## src/rtl/core/kemt_pkg.sv

```systemverilog
`timescale 1ns / 1ps
// ----------------------------------------------------------------------------
// kemt_pkg: shared types and constants for the Kirsch edge threshold block
// Sizes, opcodes, register indexes, queue entry and queue status types.
// ----------------------------------------------------------------------------
package kemt_pkg;

    localparam int MAX_WIDTH   = 512;
    localparam int MAX_HEIGHT  = 512;
    localparam int CFG_W       = 10;
    localparam int IDX_W       = 2;
    localparam int PIX_W       = 8;
    localparam int COL_W       = $clog2(MAX_WIDTH);
    localparam int ROW_W       = $clog2(MAX_HEIGHT);
    localparam int WD_W        = COL_W + 1;
    localparam int HT_W        = ROW_W + 1;
    localparam int STORE_DEPTH = MAX_WIDTH * MAX_HEIGHT;
    localparam int ADDR_W      = $clog2(STORE_DEPTH);
    localparam int SUM_W       = 11;
    localparam int RESP_W      = 12;
    localparam int PROD_W      = 25;
    localparam int QDEPTH      = 4;
    localparam int QPTR_W      = $clog2(QDEPTH);
    localparam int QCNT_W      = $clog2(QDEPTH + 1);

    // floor(x / 15) for x below 4096 as (x * 4370) >> 16
    localparam logic [PROD_W-1:0] DIV15_MUL = PROD_W'(4370);
    localparam int DIV15_SHIFT = 16;

    localparam logic [PIX_W-1:0] EDGE_VAL = 8'd0;
    localparam logic [PIX_W-1:0] BG_VAL   = 8'd255;

    localparam logic [IDX_W-1:0] REG_IMAGE_WIDTH  = 2'd0;
    localparam logic [IDX_W-1:0] REG_IMAGE_HEIGHT = 2'd1;

    typedef enum logic {
        OP_LOAD  = 1'b0,
        OP_FETCH = 1'b1
    } op_t;

    typedef struct packed {
        op_t               op;
        logic              restart;
        logic              calc;
        logic [ADDR_W-1:0] addr;
        logic              interior;
        logic              last;
    } kemt_tag_t;

    typedef struct packed {
        kemt_tag_t             tag;
        logic [7:0][PIX_W-1:0] nb;
    } kemt_entry_t;

    typedef struct packed {
        logic [QCNT_W-1:0] count;
        logic              full;
        logic              empty;
    } kemt_qstat_t;

    function automatic logic [WD_W-1:0] clamp_dim(input logic [CFG_W-1:0] v,
                                                  input logic [WD_W-1:0] maxv);
        logic [31:0] v32;
        logic [31:0] m32;
        v32 = 32'(v);
        m32 = 32'(maxv);
        if (v == '0) begin
            return WD_W'(1);
        end
        else if (v32 > m32) begin
            return maxv;
        end
        else begin
            return WD_W'(v);
        end
    endfunction

endpackage

```

## src/rtl/core/kemt_fifo.sv

```systemverilog
`timescale 1ns / 1ps
// ----------------------------------------------------------------------------
// kemt_fifo: short request queue between front and back
// Register based, one push and one pop per cycle.
// ----------------------------------------------------------------------------
module kemt_fifo
    import kemt_pkg::*;
(
    input  logic        clk,
    input  logic        rst_n,
    input  logic        push,
    input  kemt_entry_t din,
    input  logic        pop,
    output kemt_entry_t dout,
    output kemt_qstat_t stat
);

    kemt_entry_t       mem_reg [QDEPTH];
    logic [QPTR_W-1:0] wr_ptr_reg;
    logic [QPTR_W-1:0] rd_ptr_reg;
    logic [QCNT_W-1:0] count_reg;

    always_ff @(posedge clk or negedge rst_n)
    begin
        if (!rst_n)
        begin
            wr_ptr_reg <= '0;
            rd_ptr_reg <= '0;
            count_reg  <= '0;
        end
        else
        begin
            if (push)
            begin
                wr_ptr_reg <= wr_ptr_reg + 1'b1;
            end
            if (pop)
            begin
                rd_ptr_reg <= rd_ptr_reg + 1'b1;
            end
            if (push && !pop)
            begin
                count_reg <= count_reg + 1'b1;
            end
            else if (pop && !push)
            begin
                count_reg <= count_reg - 1'b1;
            end
        end
    end

    always_ff @(posedge clk)
    begin
        if (push)
        begin
            mem_reg[wr_ptr_reg] <= din;
        end
    end

    assign dout       = mem_reg[rd_ptr_reg];
    assign stat.count = count_reg;
    assign stat.full  = (count_reg == QCNT_W'(QDEPTH));
    assign stat.empty = (count_reg == '0);

endmodule

```

## config.mk

```make
export PLATFORM = sky130hd
export DESIGN_NAME = kemt_fifo
export DESIGN_NICKNAME = d
export VERILOG_FILES = /design/src/rtl/core/kemt_pkg.sv /design/src/rtl/core/kemt_fifo.sv
export SDC_FILE = /design/constraint.sdc
export NUM_CORES = 1
export LEC_CHECK = 0
export ABC_AREA = 0
export ABC_CLOCK_PERIOD_IN_PS = 4900
export BUFFER_PORTS_ARGS = -buffer_cell sky130_fd_sc_hd__buf_2
export CORE_MARGIN = 5
export CORE_UTILIZATION = 45
export CTS_CLUSTER_DIAMETER = 150
export DETAILED_ROUTE_END_ITERATION = 8
export PLACE_DENSITY = 0.74
export SYNTH_ARGS = -nofsm -noshare
export SYNTH_HDL_FRONTEND = slang
export SYNTH_SLANG_ARGS = --single-unit
export TNS_END_PERCENT = 30
```

## constraint.sdc

```tcl
create_clock -name clk -period 4.9 [get_ports clk]
set_clock_uncertainty 0.05 [all_clocks]
set_input_delay 0.98 -clock clk [delete_from_list [all_inputs] [get_ports clk]]
set_output_delay 0.98 -clock clk [all_outputs]
set_load 0.02 [all_outputs]
```

After elaboration in Yosys (flattened, before gate mapping):

Memories as Yosys holds them, arrays and structs flattened.
Cells that the tools add are included.

* add/subtract/negate cells: 4
* multipliers: 0
* divide/modulo/power cells: 0
* magnitude comparators: 0
* equality and inequality tests: 1
* shift-type cells: 0
* multiplexer cells: 4
* bitwise logic cells: 0
* reductions and logical operators: 6

Operators with widths (count)
* two-way mux 3 bit: 2
* adder 2 x 1 -> 2 bit, second input constant: 2
* adder 3 x 1 -> 3 bit, second input constant: 1
* == test 3 bit, second input constant: 1
* zero test 3 bit: 1
* subtractor 3 x 1 -> 3 bit, second input constant: 1
* logical AND 1 bit: 2
* zero test 1 bit: 2
* two-way mux 1 bit: 2
* nonzero test 2 bit: 1

* register bits after elaboration: 7
* latch bits: 0
* RAM bits: 348
* ROM bits: 0
* input port bits: 91
* output and inout port bits: 92
* logic and storage cells: 19
* memories: 1

Memory list
* mem_reg: depth 4, bits a word 87, read ports 1, clocked after memory_dff 0, write ports 1, RTL line kemt_fifo.sv:18 `kemt_entry_t mem_reg [QDEPTH];`

Logic depth before layout (Yosys ltp):

* word-level depth: 4
* depth in mapped cells: 7
* depth with buffers taken out: 7

Worst setup path after synthesis:

Ideal clock, no wire load.

* kind: input port to flip-flop
* start point: input port push
* end point: memory mem_reg[1][0] in the netlist's numbering, enable pin
* library setup time: 0.455 ns
* data arrival time: 2.999 ns
* data required time: 4.395 ns
* path slack: 1.396 ns
* stages: 1
* buffers on the path: 0
* cells stage by stage: and2_1

* word-level cells in the longest chain between the ends: 2

Ends and longest elaborated chain
* start: declaration: RTL line kemt_fifo.sv:11 `input logic push,`
* two-way mux 1 bit: RTL line kemt_fifo.sv:54 `if (push)`
* two-way mux 1 bit (implied by the code): RTL line kemt_fifo.sv:56 `mem_reg[wr_ptr_reg] <= din;`
* end: declaration: RTL line kemt_fifo.sv:18

No other way between the ends.

==> flow_metrics.py <==
metrics = {
    "final_layout": {
        "largest_reg_flops": 348,
        "fin_nets": 794,
        "area_growth_pct": 19.27,
        "drive_above_1_share_pct": 45.64,
    },
    "cts": {
        "htreeDepth": 2,
        "clock_latency_ps": 490,
        "post_cts.repair.setup_buffers": 0,
        "cts.path.max_buffers": 3,
        "cts_tree": "yes",
        "cts_hold_buf": 0,
        "cts-root-buf": "clkbuf_16",
        "post_cts_resized": 0,
        "cts_buffers": 36,
        "clock_sinks": 355,
        "cts.reportedPaths.clkPinSlew_ps": 60,
    },
    "logic_synthesis": {
        "synth_compound_area_share_pct": 0.03868,
        "synth_area_um2": 12940,
        "netlist.area_leader.share_pct": 80.77,
        "synth_top_family_by_area": "multiplexers",
        "synthXorXnorAreaFrac_pct": 0.4062,
        "synth_fa_ha_area_share_pct": 0.6383,
        "synth-simple-area-share_pct": 0.3772,
        "ys_seq_area_share_pct": 82.13,
        "ys_seq_elements": 355,
        "synth_area_leader_cell": "edfxtp_1",
        "synth_common_cells": "348 x edfxtp_1, 87 x mux4_2, 7 x buf_2, 7 x dfrtp_1",
        "synthArstFlopShare_pct": 1.972,
        "yosysUniqueCellTypes": 21,
        "ys_warn_count": 0,
        "muxShareOfSynthArea_pct": 15.23,
        "synthCells": 489,
        "synth-edff-count": 348,
        "yosys-top-cells-area": "edfxtp_1 81%, mux4_2 15%, dfrtp_1 1.4%, ha_1 0.48%, buf_4 0.29%",
        "synth-main-ff-cell": "edfxtp_1",
        "avgSynthCellArea_um2": 26.46,
        "synth_most_common_cell": "edfxtp_1",
        "syn_nets": 586,
    },
    "grt": {
        "grt_pass1_wl_mm": 36.56,
        "grt_max_degree": 74,
        "grt_overflow": 0,
        "antenna_found_initial": 2,
        "grt_pass1_vias": 6417,
        "grt_use_total_pct": 14.42,
    },
    "routing": {
        "ant_nets": 0,
        "drc_errors": 0,
        "drt_iter0_markers": 348,
        "wl_mm": 23.38,
        "first_pass_iters": 4,
        "wire_per_inst_um": 21.10,
        "via_per_inst": 5.162,
        "num_vias": 5720,
    },
    "worst_setup_path": {
        "critical_path_required_ps": 3870,
        "critPathCaptureType": "primary output",
        "cp_data_arrival_time_ps": 2530,
        "cp_max_fo": 55,
        "crit_type": "reg -> out",
        "cp-start-kind": "register",
    },
    "floorplanning": {
        "start_util_pct": 45.32,
        "std_cell_rows": 62,
        "die_w_um": 179.6,
        "die_y_um": 179.6,
        "coreArea_um2": 28550,
        "io_pins": 183,
        "die_area_um2": 32240,
    },
    "hold_path": {
        "hold_class": "in -> async",
    },
    "timing": {
        "timing.fmax_ghz": 0.2812,
        "hold_viol": 0,
        "finalSetupViolations": 0,
        "setup_tns_ps": 0,
        "drv_slew": 0,
        "finalCritPeriodShare_pct": 72.58,
        "worst_pin_slew_ps": 1146,
        "max_slew_margin_pct": 23.61,
        "timing.final.ws_setup_ps": 1343,
        "rsz0062_at_grt": "no",
        "fin_crit_ps": 3557,
    },
    "pwr": {
        "powerDensity_nw_per_um2": 630.3,
        "peakVddDrop_v": 0.0004116,
        "p_leak_nw": 5.263,
    },
    "place": {
        "portBuffers": 182,
        "pre_cts_ws_ps": 1861,
        "dp_hpwl_mm": 14.04,
        "gp_congestion": 0.7262,
    },
    "status": {
        "status": "finished clean",
    },
    "job": {
        "drv_cap": 0,
    },
}
-- worst max-delay path: stages (launching register included) --
cell and delay, ps:
dfrtp_4 960, buf_4 440, mux4_2 370, buf_2 180
-- kinds of logic after synthesis --
logic type               Yosys count
AO/OA/AOI/OAI                      1
AND/OR/NAND/NOR                    9
adder cells (fa/ha/maj)            6
multiplexers                      88
buffers and inverters             24
flip-flops                       355
XOR/XNOR                           6
-- cell type report --
cell class / count / area [µm²]
Timing Repair Buffer: 190 / 983.4
Clock buffer: 53 / 1016
Clock inverter: 11 / 130.1
Multi-Input combinational cell: 110 / 2170
Inverter: 4 / 15.01
Sequential cell: 355 / 10630
Fill cell: 2212 / 13120
Tap cell: 384 / 480.5
Antenna cell: 1 / 2.502
-- through the flow --
stage          util [%]  hold WS [ps]  cell area, µm²  power [mW]  std cells
2_1_floorplan         -         443.6           12940       6.318        489
3_3_place_gp      50.03         439.1           14280       7.149       1043
3_5_place_dp      50.03         467.4           14280       7.230       1043
4_1_cts           54.04         241.5           15430       9.880       1107
5_1_grt           54.05         247.3           15430       10.20       1108
6_report          54.05         265.9           15430       9.726       1108
-- placed cells by master, fill, tap and decap left out --
master,instances
nor3b_1,1
dfrtp_1,5
clkbuf_16,37
diode_2,1
xnor2_1,2
clkinv_2,1
edfxtp_1,348
ha_1,5
fa_1,1
and2_4,4
clkinv_1,5
mux2_2,1
clkinv_4,1
mux4_2,87
nor2_1,1
xor2_1,4
buf_12,1
bufinv_16,3
nor3_1,1
clkbuf_8,3
o21ai_0,1
clkbuf_1,13
dfrtp_4,2
nand2_1,2
clkinvlp_4,1
buf_2,182
inv_1,4
buf_4,7
-- where the power goes --
part	leakage (nW)	switching [mW]	internal, mW
clock	0.551	1.04	1.59
combinational	1.43	1.68	1.18
sequential	3.28	0.251	3.98
-- final timing paths --
kind	start	end	slack [ps]	cells past startpoint
hold reg to reg	count_reg[2]	count_reg[2]	470	1
setup / recovery	rd_ptr_reg[1]	dout[63]	1340	3
hold / removal	rst_n	count_reg[0]	270	1
min in group clk	count_reg[2]	count_reg[2]	470	1
setup reg to reg	wr_ptr_reg[1]	mem_reg[1][58]	2510	4
max in group asynchronous	rst_n	rd_ptr_reg[1]	4350	1
-- routing by layer --
layer	vias up	wire length, µm	track usage (%)
met1	3005	9489	18.36
met5	-	15	0
met2	160	12080	24.86
met4	2	458	3.657
met3	41	1342	3.901
li1	2512	-	-
No activity file was read; power rests on OpenSTA's default activity.
